File: src/hw/rtl/mtp_pkg.sv
// ----------------------------------------------------------------------------
// mtp_pkg
// types, codes and constants of the millisecond timer pool
// ----------------------------------------------------------------------------
package mtp_pkg;

	localparam int SLOTS    = 10;
	localparam int IDX_W    = (SLOTS > 1) ? $clog2(SLOTS) : 1;
	localparam int HANDLE_W = 4;
	localparam int COUNT_W  = 16;
	localparam int PRESC_W  = 7;

	localparam logic [PRESC_W-1:0]        TENTH_RELOAD = 7'd100;
	localparam logic signed [COUNT_W-1:0] MATCH_STOP   = 16'sh7FFF;

	localparam logic [2:0] CMD_TICK        = 3'd0;
	localparam logic [2:0] CMD_CREATE      = 3'd1;
	localparam logic [2:0] CMD_QUERY       = 3'd2;
	localparam logic [2:0] CMD_CLOSE       = 3'd3;
	localparam logic [2:0] CMD_LOAD_MATCH  = 3'd4;
	localparam logic [2:0] CMD_LOAD_DETECT = 3'd5;

	localparam logic [1:0] STATUS_RUNNING  = 2'd0;
	localparam logic [1:0] STATUS_FINISHED = 2'd1;
	localparam logic [1:0] STATUS_ERROR    = 2'd2;

	typedef struct packed {
		logic [2:0]                command;
		logic [HANDLE_W-1:0]       handle;
		logic [COUNT_W-1:0]        duration;
		logic signed [COUNT_W-1:0] match_value;
		logic [COUNT_W-1:0]        detect_value;
	} mtp_req_t;

	typedef struct packed {
		logic [HANDLE_W-1:0]       new_handle;
		logic [1:0]                query_status;
		logic [COUNT_W-1:0]        remaining;
		logic signed [COUNT_W-1:0] match_time;
		logic [COUNT_W-1:0]        detect_left;
	} mtp_res_t;

	typedef enum logic [2:0] {
		ST_IDLE,
		ST_DISPATCH,
		ST_SWEEP,
		ST_DRAIN,
		ST_RESP
	} mtp_state_t;

	typedef struct packed {
		logic             capture;
		logic             tick_upd;
		logic             create;
		logic             close;
		logic             query_rd;
		logic             load_match;
		logic             load_detect;
		logic             sweep_rd;
		logic [IDX_W-1:0] sweep_idx;
		logic             respond;
	} mtp_ctl_t;

	typedef struct packed {
		logic [2:0] command;
	} mtp_sts_t;

endpackage

File: src/hw/rtl/millisecond_timer_pool_core.sv
// ----------------------------------------------------------------------------
// millisecond_timer_pool_core
// pool of one-shot millisecond timers with match clock and detect timeout
// ----------------------------------------------------------------------------
// a word passes the dispatch and response states before done rises, a tick
// also the sweep and drain states; a new word is taken only while busy is low
// a tick walks the slot count memory one entry a cycle on read and write ports
// done pulses for one cycle; the receiver cannot stall, busy low means ready
// reset clears all slots to free, match clock to stop and detect timeout to zero
module millisecond_timer_pool_core (
	input  logic              clk,
	input  logic              arst_n,
	input  logic              start,
	input  mtp_pkg::mtp_req_t req,
	output logic              busy,
	output logic              done,
	output mtp_pkg::mtp_res_t result
);

	mtp_pkg::mtp_ctl_t ctl;
	mtp_pkg::mtp_sts_t sts;

	mtp_ctrl u_ctrl (
		.clk    (clk),
		.arst_n (arst_n),
		.start  (start),
		.sts    (sts),
		.ctl    (ctl),
		.busy   (busy)
	);

	mtp_datapath u_datapath (
		.clk    (clk),
		.arst_n (arst_n),
		.req    (req),
		.ctl    (ctl),
		.sts    (sts),
		.done   (done),
		.result (result)
	);

endmodule

File: src/hw/rtl/mtp_ctrl.sv
// ----------------------------------------------------------------------------
// mtp_ctrl
// sequencer: dispatches a command word and walks the slots on a tick
// ----------------------------------------------------------------------------
module mtp_ctrl (
	input  logic              clk,
	input  logic              arst_n,
	input  logic              start,
	input  mtp_pkg::mtp_sts_t sts,
	output mtp_pkg::mtp_ctl_t ctl,
	output logic              busy
);

	mtp_pkg::mtp_state_t         state_q, state_nxt;
	logic [mtp_pkg::IDX_W-1:0]   idx_q, idx_nxt;

	always_ff @(posedge clk or negedge arst_n) begin
		if (!arst_n) begin
			state_q <= mtp_pkg::ST_IDLE;
			idx_q   <= '0;
		end else begin
			state_q <= state_nxt;
			idx_q   <= idx_nxt;
		end
	end

	always_comb begin
		state_nxt     = state_q;
		idx_nxt       = '0;
		ctl           = '0;
		ctl.sweep_idx = idx_q;
		busy          = (state_q != mtp_pkg::ST_IDLE);
		unique case (state_q)
			mtp_pkg::ST_IDLE: begin
				if (start) begin
					ctl.capture = 1'b1;
					state_nxt   = mtp_pkg::ST_DISPATCH;
				end
			end
			mtp_pkg::ST_DISPATCH: begin
				state_nxt = mtp_pkg::ST_RESP;
				unique case (sts.command)
					mtp_pkg::CMD_TICK: begin
						ctl.tick_upd = 1'b1;
						state_nxt    = mtp_pkg::ST_SWEEP;
					end
					mtp_pkg::CMD_CREATE:      ctl.create      = 1'b1;
					mtp_pkg::CMD_QUERY:       ctl.query_rd    = 1'b1;
					mtp_pkg::CMD_CLOSE:       ctl.close       = 1'b1;
					mtp_pkg::CMD_LOAD_MATCH:  ctl.load_match  = 1'b1;
					mtp_pkg::CMD_LOAD_DETECT: ctl.load_detect = 1'b1;
					default: ;
				endcase
			end
			mtp_pkg::ST_SWEEP: begin
				ctl.sweep_rd = 1'b1;
				if (idx_q == mtp_pkg::IDX_W'(mtp_pkg::SLOTS - 1)) begin
					state_nxt = mtp_pkg::ST_DRAIN;
				end else begin
					idx_nxt = idx_q + mtp_pkg::IDX_W'(1);
				end
			end
			mtp_pkg::ST_DRAIN: begin
				state_nxt = mtp_pkg::ST_RESP;
			end
			mtp_pkg::ST_RESP: begin
				ctl.respond = 1'b1;
				state_nxt   = mtp_pkg::ST_IDLE;
			end
			default: begin
				state_nxt = mtp_pkg::ST_IDLE;
			end
		endcase
	end

endmodule

File: src/hw/rtl/mtp_datapath.sv
// ----------------------------------------------------------------------------
// mtp_datapath
// slot count memory, busy flags, match clock, detect counter, result register
// ----------------------------------------------------------------------------
module mtp_datapath (
	input  logic              clk,
	input  logic              arst_n,
	input  mtp_pkg::mtp_req_t req,
	input  mtp_pkg::mtp_ctl_t ctl,
	output mtp_pkg::mtp_sts_t sts,
	output logic              done,
	output mtp_pkg::mtp_res_t result
);

	mtp_pkg::mtp_req_t                  req_q;
	logic [mtp_pkg::SLOTS-1:0]          slot_busy_q;
	logic [mtp_pkg::COUNT_W-1:0]        mem [mtp_pkg::SLOTS];
	logic [mtp_pkg::COUNT_W-1:0]        rd_q;
	logic                               sweep_s1;
	logic [mtp_pkg::IDX_W-1:0]          idx_s1;
	logic [mtp_pkg::PRESC_W-1:0]        presc_q;
	logic signed [mtp_pkg::COUNT_W-1:0] match_q;
	logic [mtp_pkg::COUNT_W-1:0]        detect_q;
	logic [mtp_pkg::HANDLE_W-1:0]       nh_q;
	logic                               done_q;
	mtp_pkg::mtp_res_t                  res_q;

	logic                               free_found;
	logic [mtp_pkg::IDX_W-1:0]          free_idx;
	logic                               h_ok;
	logic [mtp_pkg::IDX_W-1:0]          h_idx;
	logic                               h_busy;
	logic                               rd_en;
	logic [mtp_pkg::IDX_W-1:0]          rd_addr;
	logic                               wr_en;
	logic [mtp_pkg::IDX_W-1:0]          wr_addr;
	logic [mtp_pkg::COUNT_W-1:0]        wr_data;
	logic [mtp_pkg::COUNT_W-1:0]        dec_data;
	logic [mtp_pkg::PRESC_W-1:0]        presc_eff;
	logic [mtp_pkg::PRESC_W-1:0]        presc_dec;
	logic [1:0]                         q_status;
	logic [mtp_pkg::COUNT_W-1:0]        q_remaining;

	assign sts.command = req_q.command;

	// lowest free slot
	always_comb begin
		free_found = 1'b0;
		free_idx   = '0;
		for (int i = mtp_pkg::SLOTS - 1; i >= 0; i--) begin
			if (!slot_busy_q[i]) begin
				free_found = 1'b1;
				free_idx   = mtp_pkg::IDX_W'(i);
			end
		end
	end

	assign h_ok   = (req_q.handle != '0) && (int'(req_q.handle) <= mtp_pkg::SLOTS);
	assign h_idx  = mtp_pkg::IDX_W'(req_q.handle - mtp_pkg::HANDLE_W'(1));
	assign h_busy = h_ok && slot_busy_q[h_idx];

	assign dec_data = (slot_busy_q[idx_s1] && rd_q != '0) ?
		rd_q - mtp_pkg::COUNT_W'(1) : rd_q;

	assign rd_en   = ctl.sweep_rd || (ctl.query_rd && h_ok);
	assign rd_addr = ctl.sweep_rd ? ctl.sweep_idx : h_idx;
	assign wr_en   = sweep_s1 || (ctl.create && free_found);
	assign wr_addr = sweep_s1 ? idx_s1 : free_idx;
	assign wr_data = sweep_s1 ? dec_data : req_q.duration;

	assign presc_eff = (match_q == mtp_pkg::MATCH_STOP) ? mtp_pkg::TENTH_RELOAD : presc_q;
	assign presc_dec = presc_eff - mtp_pkg::PRESC_W'(1);

	// query answer
	always_comb begin
		q_status    = '0;
		q_remaining = '0;
		if (req_q.command == mtp_pkg::CMD_QUERY) begin
			if (h_busy) begin
				q_status    = (rd_q != '0) ? mtp_pkg::STATUS_RUNNING : mtp_pkg::STATUS_FINISHED;
				q_remaining = rd_q;
			end else begin
				q_status = mtp_pkg::STATUS_ERROR;
			end
		end
	end

	always_ff @(posedge clk) begin
		if (wr_en) begin
			mem[wr_addr] <= wr_data;
		end
		if (rd_en) begin
			rd_q <= mem[rd_addr];
		end
	end

	always_ff @(posedge clk) begin
		if (ctl.capture) begin
			req_q <= req;
		end
		if (ctl.sweep_rd) begin
			idx_s1 <= ctl.sweep_idx;
		end
		if (ctl.create) begin
			nh_q <= free_found ? mtp_pkg::HANDLE_W'(free_idx) + mtp_pkg::HANDLE_W'(1) : '0;
		end
		if (ctl.respond) begin
			res_q.new_handle   <= (req_q.command == mtp_pkg::CMD_CREATE) ? nh_q : '0;
			res_q.query_status <= q_status;
			res_q.remaining    <= q_remaining;
			res_q.match_time   <= match_q;
			res_q.detect_left  <= detect_q;
		end
	end

	always_ff @(posedge clk or negedge arst_n) begin
		if (!arst_n) begin
			slot_busy_q <= '0;
			sweep_s1    <= 1'b0;
			presc_q     <= mtp_pkg::TENTH_RELOAD;
			match_q     <= mtp_pkg::MATCH_STOP;
			detect_q    <= '0;
			done_q      <= 1'b0;
		end else begin
			sweep_s1 <= ctl.sweep_rd;
			done_q   <= ctl.respond;
			if (ctl.create && free_found) begin
				slot_busy_q[free_idx] <= 1'b1;
			end
			if (ctl.close && h_ok) begin
				slot_busy_q[h_idx] <= 1'b0;
			end
			if (ctl.load_match) begin
				match_q <= req_q.match_value;
			end
			if (ctl.load_detect) begin
				detect_q <= req_q.detect_value;
			end
			if (ctl.tick_upd) begin
				if (detect_q != '0) begin
					detect_q <= detect_q - mtp_pkg::COUNT_W'(1);
				end
				if (presc_dec == '0) begin
					presc_q <= mtp_pkg::TENTH_RELOAD;
					if (match_q != mtp_pkg::MATCH_STOP) begin
						match_q <= match_q - mtp_pkg::COUNT_W'(1);
					end
				end else begin
					presc_q <= presc_dec;
				end
			end
		end
	end

	assign done   = done_q;
	assign result = res_q;

endmodule

File: config.mk
export PLATFORM = sky130hd
export DESIGN_NAME = millisecond_timer_pool_core
export DESIGN_NICKNAME = d
export VERILOG_FILES = /design/src/hw/rtl/mtp_pkg.sv /design/src/hw/rtl/millisecond_timer_pool_core.sv /design/src/hw/rtl/mtp_ctrl.sv /design/src/hw/rtl/mtp_datapath.sv
export SDC_FILE = /design/constraint.sdc
export NUM_CORES = 1
export LEC_CHECK = 0
export CELL_PAD_IN_SITES_DETAIL_PLACEMENT = 2
export CELL_PAD_IN_SITES_GLOBAL_PLACEMENT = 2
export CORE_MARGIN = 2
export CORE_UTILIZATION = 38
export DETAILED_ROUTE_END_ITERATION = 8
export DONT_BUFFER_PORTS = 1
export GPL_TIMING_DRIVEN = 1
export PLACE_DENSITY_LB_ADDON = 0.08
export SETUP_SLACK_MARGIN = 0.2
export SLEW_MARGIN = 10
export SYNTH_ARGS = -nofsm -noshare
export SYNTH_HDL_FRONTEND = slang
export SYNTH_HIERARCHICAL = 1
export SYNTH_SLANG_ARGS = --single-unit
File: constraint.sdc
create_clock -name clk -period 5.95 [get_ports clk]
set_clock_uncertainty 0.2 [all_clocks]
set_input_delay 0 -clock clk [delete_from_list [all_inputs] [get_ports clk]]
set_output_delay 0 -clock clk [all_outputs]
set_load 0.02 [all_outputs]
==> impl_metrics.json, run 1 <==
{
  "gp_congestion": 0.726,
  "p_sw_share_pct": 33.0,
  "vias": 9130,
  "multi_input_area_sq_mm": 0.00431,
  "regArea_sq_mm": 0.0103,
  "netlist_area_sq_mm": 0.0148,
  "post-cts-setup-buffers": 0,
  "drt-initial-drc-count": 423,
  "cpMostUsedCell": "ha_1",
  "synth_area_leader_cell": "edfxtp_1",
  "synthArstFlopShare_pct": 16.5,
  "finalSetupTns_ns": 0,
  "clockBufferDepth": 3,
  "max_stage_delay_ns": 0.65,
  "antenna_cells": 0,
  "clkPwrFrac_pct": 30.3,
  "worstRegToRegCells": 11,
  "yosys.area.top_type_share_pct": 59.3,
  "min_path_type": "input pin to flip-flop",
  "grt_pass1_vias": 10200,
  "r2r-start": "u_datapath/match_q[0]",
  "die_area_sq_mm": 0.0406,
  "ys_types": 72,
  "firstDrtPassIters": 4,
  "fp-row-count": 72,
  "worstSetupPathType": "flip-flop to flip-flop",
  "synth_edf_count": 293,
  "fin_crit_ns": 4.07,
  "root_buffer": "clkbuf_16",
  "grt_usage_pct": 21.0,
  "post-route-drc-count": 0,
  "drv_cap": 0,
  "cts_sinks": 351,
  "setup_viol": 0,
  "worst_pin_slew_ns": 1.08,
  "initial_core_util_pct": 38.5,
  "max_freq_mhz": 246,
  "dpl.hpwl_microns": 24700,
  "cp_cell_sequence": "ha_1 > nand4b_1 > or4_1 > nand2_1 > ha_1 > and3b_1 > a31oi_1 > a2111oi_4 > or2_1 > a21oi_1 > a311oi_1",
  "totalWireLength_microns": 41400,
  "insertion_delay_ns": 0.57,
  "endpoint_kind": "flip-flop",
  "areaGrowthSynthToFinish_pct": 21.1,
  "r2r_end": "u_datapath/match_q[8]",
  "endpoint": "u_datapath/match_q[8]",
  "crit_start": "u_datapath/match_q[0]",
  "fin_hold_ws_ns": 0.195,
  "clk_pin_slew_ns": 0.06,
  "r2r_slack_ns": 1.88,
  "final_nets": 1211,
  "synth_ff_type": "edfxtp_1",
  "worstPathMaxFanout": 14,
  "fillers": 3702,
  "cp_num_cells": 11,
  "drt-vias-per-instance": 5.41,
  "ant_nets": 0,
  "grt_pass1_wl_microns": 64500,
  "drv_slew": 0,
  "die_h_microns": 202,
  "die_width_microns": 202,
  "core_area_sq_mm": 0.0386,
  "io_buffers": 0,
  "yosysWarnings": 6,
  "placedCellCount": 1498,
  "final_cells": 1687,
  "leakage_nw": 6.02,
  "crit_arrival_ns": 4.33,
  "ys_ff_latch": 351,
  "final_layout_size_suffix_gt1_share_pct": 14.5,
  "antenna_found_initial": 0,
  "synthCells": 1005,
  "start_kind": "flip-flop",
  "synth_nets": 1078,
  "synth_area_leaders": "edfxtp_1 59%, dfrtp_1 6.7%, mux4_2 5.3%, dfstp_2 3.2%, nor2_1 2.3%",
  "crit_family": "simple AND/OR/NAND/NOR gates",
  "wl_per_cell_microns": 24.6,
  "p_comb_share_pct": 21.6,
  "finalCritPeriodShare_pct": 68.4,
  "overflow": 0,
  "cts_tree": "built",
  "outcome": "finished clean",
  "grt_max_degree": 65,
  "path_buf_inv": 0,
  "htree_levels": 2,
  "switching_power_mw": 2.70,
  "yosysSeqAreaShare_pct": 69.2,
  "power.internal_mw": 5.49,
  "cp.required_ns": 6.21,
  "rsz0062_at_grt": "no",
  "p_per_area_mw_per_mm2": 456,
  "relSlewSlack_pct": 28.1,
  "avgSynthCellArea_sq_um": 14.8,
  "hold_viol_final": 0,
  "p_seq_share_pct": 48.1,
  "cp_slowest_cell": "or4_1",
  "ir_worst_vdd_mv": 0.186,
  "numCtsBuffers": 40,
  "ios": 114
}
-- cells by family (layout without fill, tap and decap cells) --
| group | Yosys count | in the layout | share of synthesized area (%) |
|---|---|---|---|
| compound gates | 185 | 185 | 8.79 |
| xor+xnor | 22 | 22 | 1.30 |
| fa+ha+maj | 15 | 15 | 1.26 |
| buf+inv | 68 | 232 | 2.03 |
| flops | 351 | 351 | 69.2 |
| mux | 49 | 49 | 6.29 |
| simple gates | 315 | 315 | 11.1 |
-- area by class of cell --
cell class / instances / share of cell area, %
flip-flops and latches: 351 / 57.2
multi-input cells: 586 / 24.0
repair buffers: 137 / 7.54
clock buffers: 51 / 5.91
well taps: 518 / 3.61
clock inverters: 22 / 1.30
inverters: 22 / 0.460
-- Yosys cell counts, drive strengths merged, types with 5 or more instances --
master / instances
edfxtp: 293
nor2: 91
nand2: 63
a21oi: 59
dfrtp: 40
mux4: 35
a31oi: 32
clkbuf: 31
and2: 28
inv: 22
a211oi: 21
nor2b: 21
a311oi: 20
nor3: 20
o21ai: 20
dfstp: 18
xnor2: 18
buf: 15
ha: 15
nand2b: 14
nor4: 14
or4: 12
mux2i: 10
nand4: 8
nand3: 7
or3: 6
nor3b: 5
or2: 5
-- how the worst min path moves through the flow --
stage,from,to,slack [ns],cells past startpoint
after detailed placement,arst_n,u_datapath/detect_q[5],-0.49,0
final,start,u_datapath/sts[1],0.19,3
after global routing,start,u_datapath/sts[1],0.24,3
after CTS,start,u_datapath/req_q[33],0.16,3
after floorplan,arst_n,u_ctrl/idx_q[0],-0.50,0
after global placement,arst_n,u_datapath/detect_q[5],-0.49,0
-- flip-flops by register name (all words and copies together), names as in the netlist --
signal / count
u_datapath/mem: 160
u_datapath/match_q: 16
u_datapath/done: 1
u_datapath/sts: 3
u_datapath/req_q: 52
u_datapath/sweep_s1: 1
u_datapath/presc_q: 7
u_datapath/rd_q: 16
u_datapath/result: 54
u_datapath/detect_q: 16
u_ctrl/idx_q: 4
u_datapath/idx_s1: 4
u_datapath/slot_busy_q: 10
u_datapath/nh_q: 4
u_ctrl/state_q: 3
-- through the flow --
| step | utilization [%] | setup WS [ns] | area (sq um) | total power [mW] |
|---|---|---|---|---|
| after floorplan | - | 0.747 | 14800 | 5.03 |
| after global placement | 40.1 | 1.99 | 15500 | 5.61 |
| after detailed placement | 40.1 | 1.89 | 15500 | 5.68 |
| after CTS | 46.6 | 1.88 | 18000 | 8.26 |
| after global routing | 46.6 | 1.54 | 18000 | 8.62 |
| final | 46.6 | 1.88 | 18000 | 8.19 |
-- power by group through the flow --
stage	Combinational (mW)	Clock, mW	Sequential, mW
after floorplan	1.24	0	3.79
after global placement	1.64	0	3.97
after detailed placement	1.70	0	3.98
after CTS	1.79	2.54	3.94
after global routing	1.98	2.64	4.00
final	1.77	2.48	3.94
-- cell usage in the layout (no fill, tap or decap), types with 8 or more instances in the layout --
cell           instances
mux2i_1                8
clkbuf_1               9
nor2b_1               21
or4_1                 11
nor2_1                89
mux4_2                35
inv_1                 22
o21ai_0               16
a21oi_1               55
a311oi_2               8
nor3_1                20
dfstp_2               18
nand2_1               63
dfrtp_1               40
edfxtp_1             293
buf_4                 21
a311oi_1              12
nand4_1                8
ha_1                  15
xnor2_1               18
clkbuf_16             40
nand2b_1              14
and2_1                28
a211oi_1              21
a31oi_1               31
dlygate4sd3_1        114
nor4_1                14
-- metal layers --
layer | up-vias | part of all wire [%] | track usage [%]
li1 | 4149 | - | -
met3 | 63 | 3.4 | 2.90
met1 | 4753 | 43 | 26.9
met2 | 165 | 51 | 36.7
met4 | 0 | 2.3 | 6.67
met5 | - | 0 | 0
-- repair_timing --
item	CTS	global route
endpoints found under the setup margin	0	0
hold buffers	116	0
endpoints found under the hold margin	143	0
gates resized for setup	0	0
-- worst register-to-register path, stage by stage (launching register included) --
cell and delay, ns:
dfstp_2 0.57, ha_1 0.15, nand4b_1 0.16, or4_1 0.65
nand2_1 0.15, ha_1 0.24, and3b_1 0.18, a31oi_1 0.09
a2111oi_4 0.51, or2_1 0.61, a21oi_1 0.15, a311oi_1 0.31
Power figures use the tool's default switching activity.
==> run 2, diff against run 1 <==
Clock period 5.95 ns to 4.2 ns, I/O delays scaled along.
==> impl_metrics.json, run 2 (same netlist as run 1, synthesis figures left out) <==
{
  "outcome": "finished clean",
  "fin_hold_ws_ns": 0.230,
  "power_mw": 12.1,
  "cp.required_ns": 4.45,
  "final_common_cell": "edfxtp_1",
  "drt-vias-per-instance": 5.41,
  "placed_cell_area_sq_mm": 0.0157,
  "core_area_sq_mm": 0.0386,
  "power.internal_mw": 8.20,
  "largest_reg_flops": 160,
  "firstDrtPassIters": 4,
  "grt_pass1_wl_microns": 65600,
  "grt_pass1_vias": 10400,
  "htree_levels": 2,
  "worst_pin_slew_ns": 1.02,
  "fin_crit_ns": 3.71,
  "initial_core_util_pct": 38.5,
  "clk_pin_slew_ns": 0.06,
  "drt-initial-drc-count": 475,
  "switching_power_mw": 3.91,
  "wl_per_cell_microns": 24.8,
  "final_nets": 1231,
  "setup_slack_ns": 0.492,
  "gp_congestion": 0.759,
  "min_path_type": "input pin to flip-flop",
  "cts_tree": "built",
  "die_area_sq_mm": 0.0406,
  "relSlewSlack_pct": 31.7,
  "drv_slew": 0,
  "drv_cap": 0,
  "p_seq_share_pct": 46.1,
  "max_freq_mhz": 270,
  "die_h_microns": 202,
  "io_buffers": 0,
  "p_per_area_mw_per_mm2": 661,
  "worstSetupPathType": "flip-flop to flip-flop",
  "dp_slack_ns": 0.560,
  "root_buffer": "clkbuf_16",
  "p_sw_share_pct": 32.3,
  "endpoint_kind": "flip-flop",
  "post-route-drc-count": 0,
  "fp-row-count": 72,
  "fillers": 3655,
  "post-cts-setup-buffers": 0,
  "cts_sinks": 351,
  "dpl.hpwl_microns": 25600,
  "totalWireLength_microns": 42400,
  "clkPwrFrac_pct": 31.4,
  "setup_viol": 0,
  "hold_viol_final": 0,
  "vias": 9246,
  "ant_nets": 0,
  "areaGrowthSynthToFinish_pct": 23.5,
  "finalCritPeriodShare_pct": 88.3,
  "antenna_found_initial": 0,
  "design_area_sq_mm": 0.0183,
  "multi_input_area_sq_mm": 0.00432,
  "top_register": "u_datapath/mem",
  "ios": 114,
  "antenna_cells": 0,
  "regArea_sq_mm": 0.0103,
  "crit_arrival_ns": 3.96,
  "numCtsBuffers": 41,
  "clockBufferDepth": 3,
  "overflow": 0,
  "grt_max_degree": 56,
  "final_layout_size_suffix_gt1_share_pct": 16.4,
  "ir_worst_vdd_mv": 0.248,
  "leakage_nw": 6.20,
  "worstPathMaxFanout": 14,
  "insertion_delay_ns": 0.56,
  "p_comb_share_pct": 22.5,
  "start_kind": "flip-flop",
  "most-common-layout-cells": "293 x edfxtp_1, 114 x dlygate4sd3_1, 89 x nor2_1, 63 x nand2_1, 55 x a21oi_1",
  "rsz0062_at_grt": "no",
  "finalSetupTns_ns": 0,
  "grt_usage_pct": 21.5,
  "die_width_microns": 202
}
[run 2: area by class of cell]
cell class | instances | area share, %
repair buffers | 156 | 8.58
clock inverters | 23 | 1.60
multi-input cells | 586 | 23.6
flip-flops and latches | 351 | 56.1
clock buffers | 53 | 6.19
well taps | 518 | 3.54
inverters | 22 | 0.451
[run 2: path summary, 6_finish.rpt]
kind                                       start                         to  slack [ns]  depth (start not counted)
min in group asynchronous                 arst_n      u_datapath/presc_q[6]        0.51                          3
min                                        start          u_datapath/sts[2]        0.23                          3
max reg2reg                u_datapath/match_q[0]      u_datapath/match_q[3]        0.49                         12
max                        u_datapath/match_q[0]      u_datapath/match_q[3]        0.49                         12
max in group asynchronous                 arst_n  u_datapath/slot_busy_q[7]        3.01                          4
min reg2reg                u_datapath/presc_q[6]      u_datapath/presc_q[6]        0.30                          2
[run 2: critical path, stage by stage, from the launching register on]
cell       delay, ns
dfstp_2         0.57
ha_1            0.15
nand4b_1        0.15
or4_1           0.63
nand2_1         0.14
ha_1            0.25
and3b_1         0.18
a31oi_1         0.08
a2111oi_4       0.41
or2_1           0.15
buf_4           0.23
a21oi_1         0.14
a311oi_2        0.31
[run 2: routing by layer]
metal  vias up  GRT usage (%)  part of all wire, %
li1       4195              -                    -
met1      4812           27.6                   43
met2       174           37.5                   51
met3        65           3.03                  3.3
met4         0           6.80                  2.4
met5         -              0                    0
[run 2: per-stage QoR]
stage | instances | utilization (%)
after global routing | 1709 | 47.5
final | 1709 | 47.5
after global placement | 1517 | 40.7
after floorplan | 1005 | -
after detailed placement | 1517 | 40.7
after CTS | 1709 | 47.5
[run 2: repair_timing]
item | CTS | global route
endpoints found under the hold margin | 169 | 0
hold buffers | 116 | 0
setup endpoints to repair | 0 | 1
resized for setup | 0 | 1
[run 2: power by group through the flow]
stage,Sequential (mW),Combinational (mW),Clock (mW)
2_1_floorplan,5.36,1.76,0
3_3_place_gp,5.62,2.51,0
3_5_place_dp,5.63,2.61,0
4_1_cts,5.57,2.74,3.87
5_1_grt,5.66,3.00,4.02
6_report,5.58,2.72,3.80
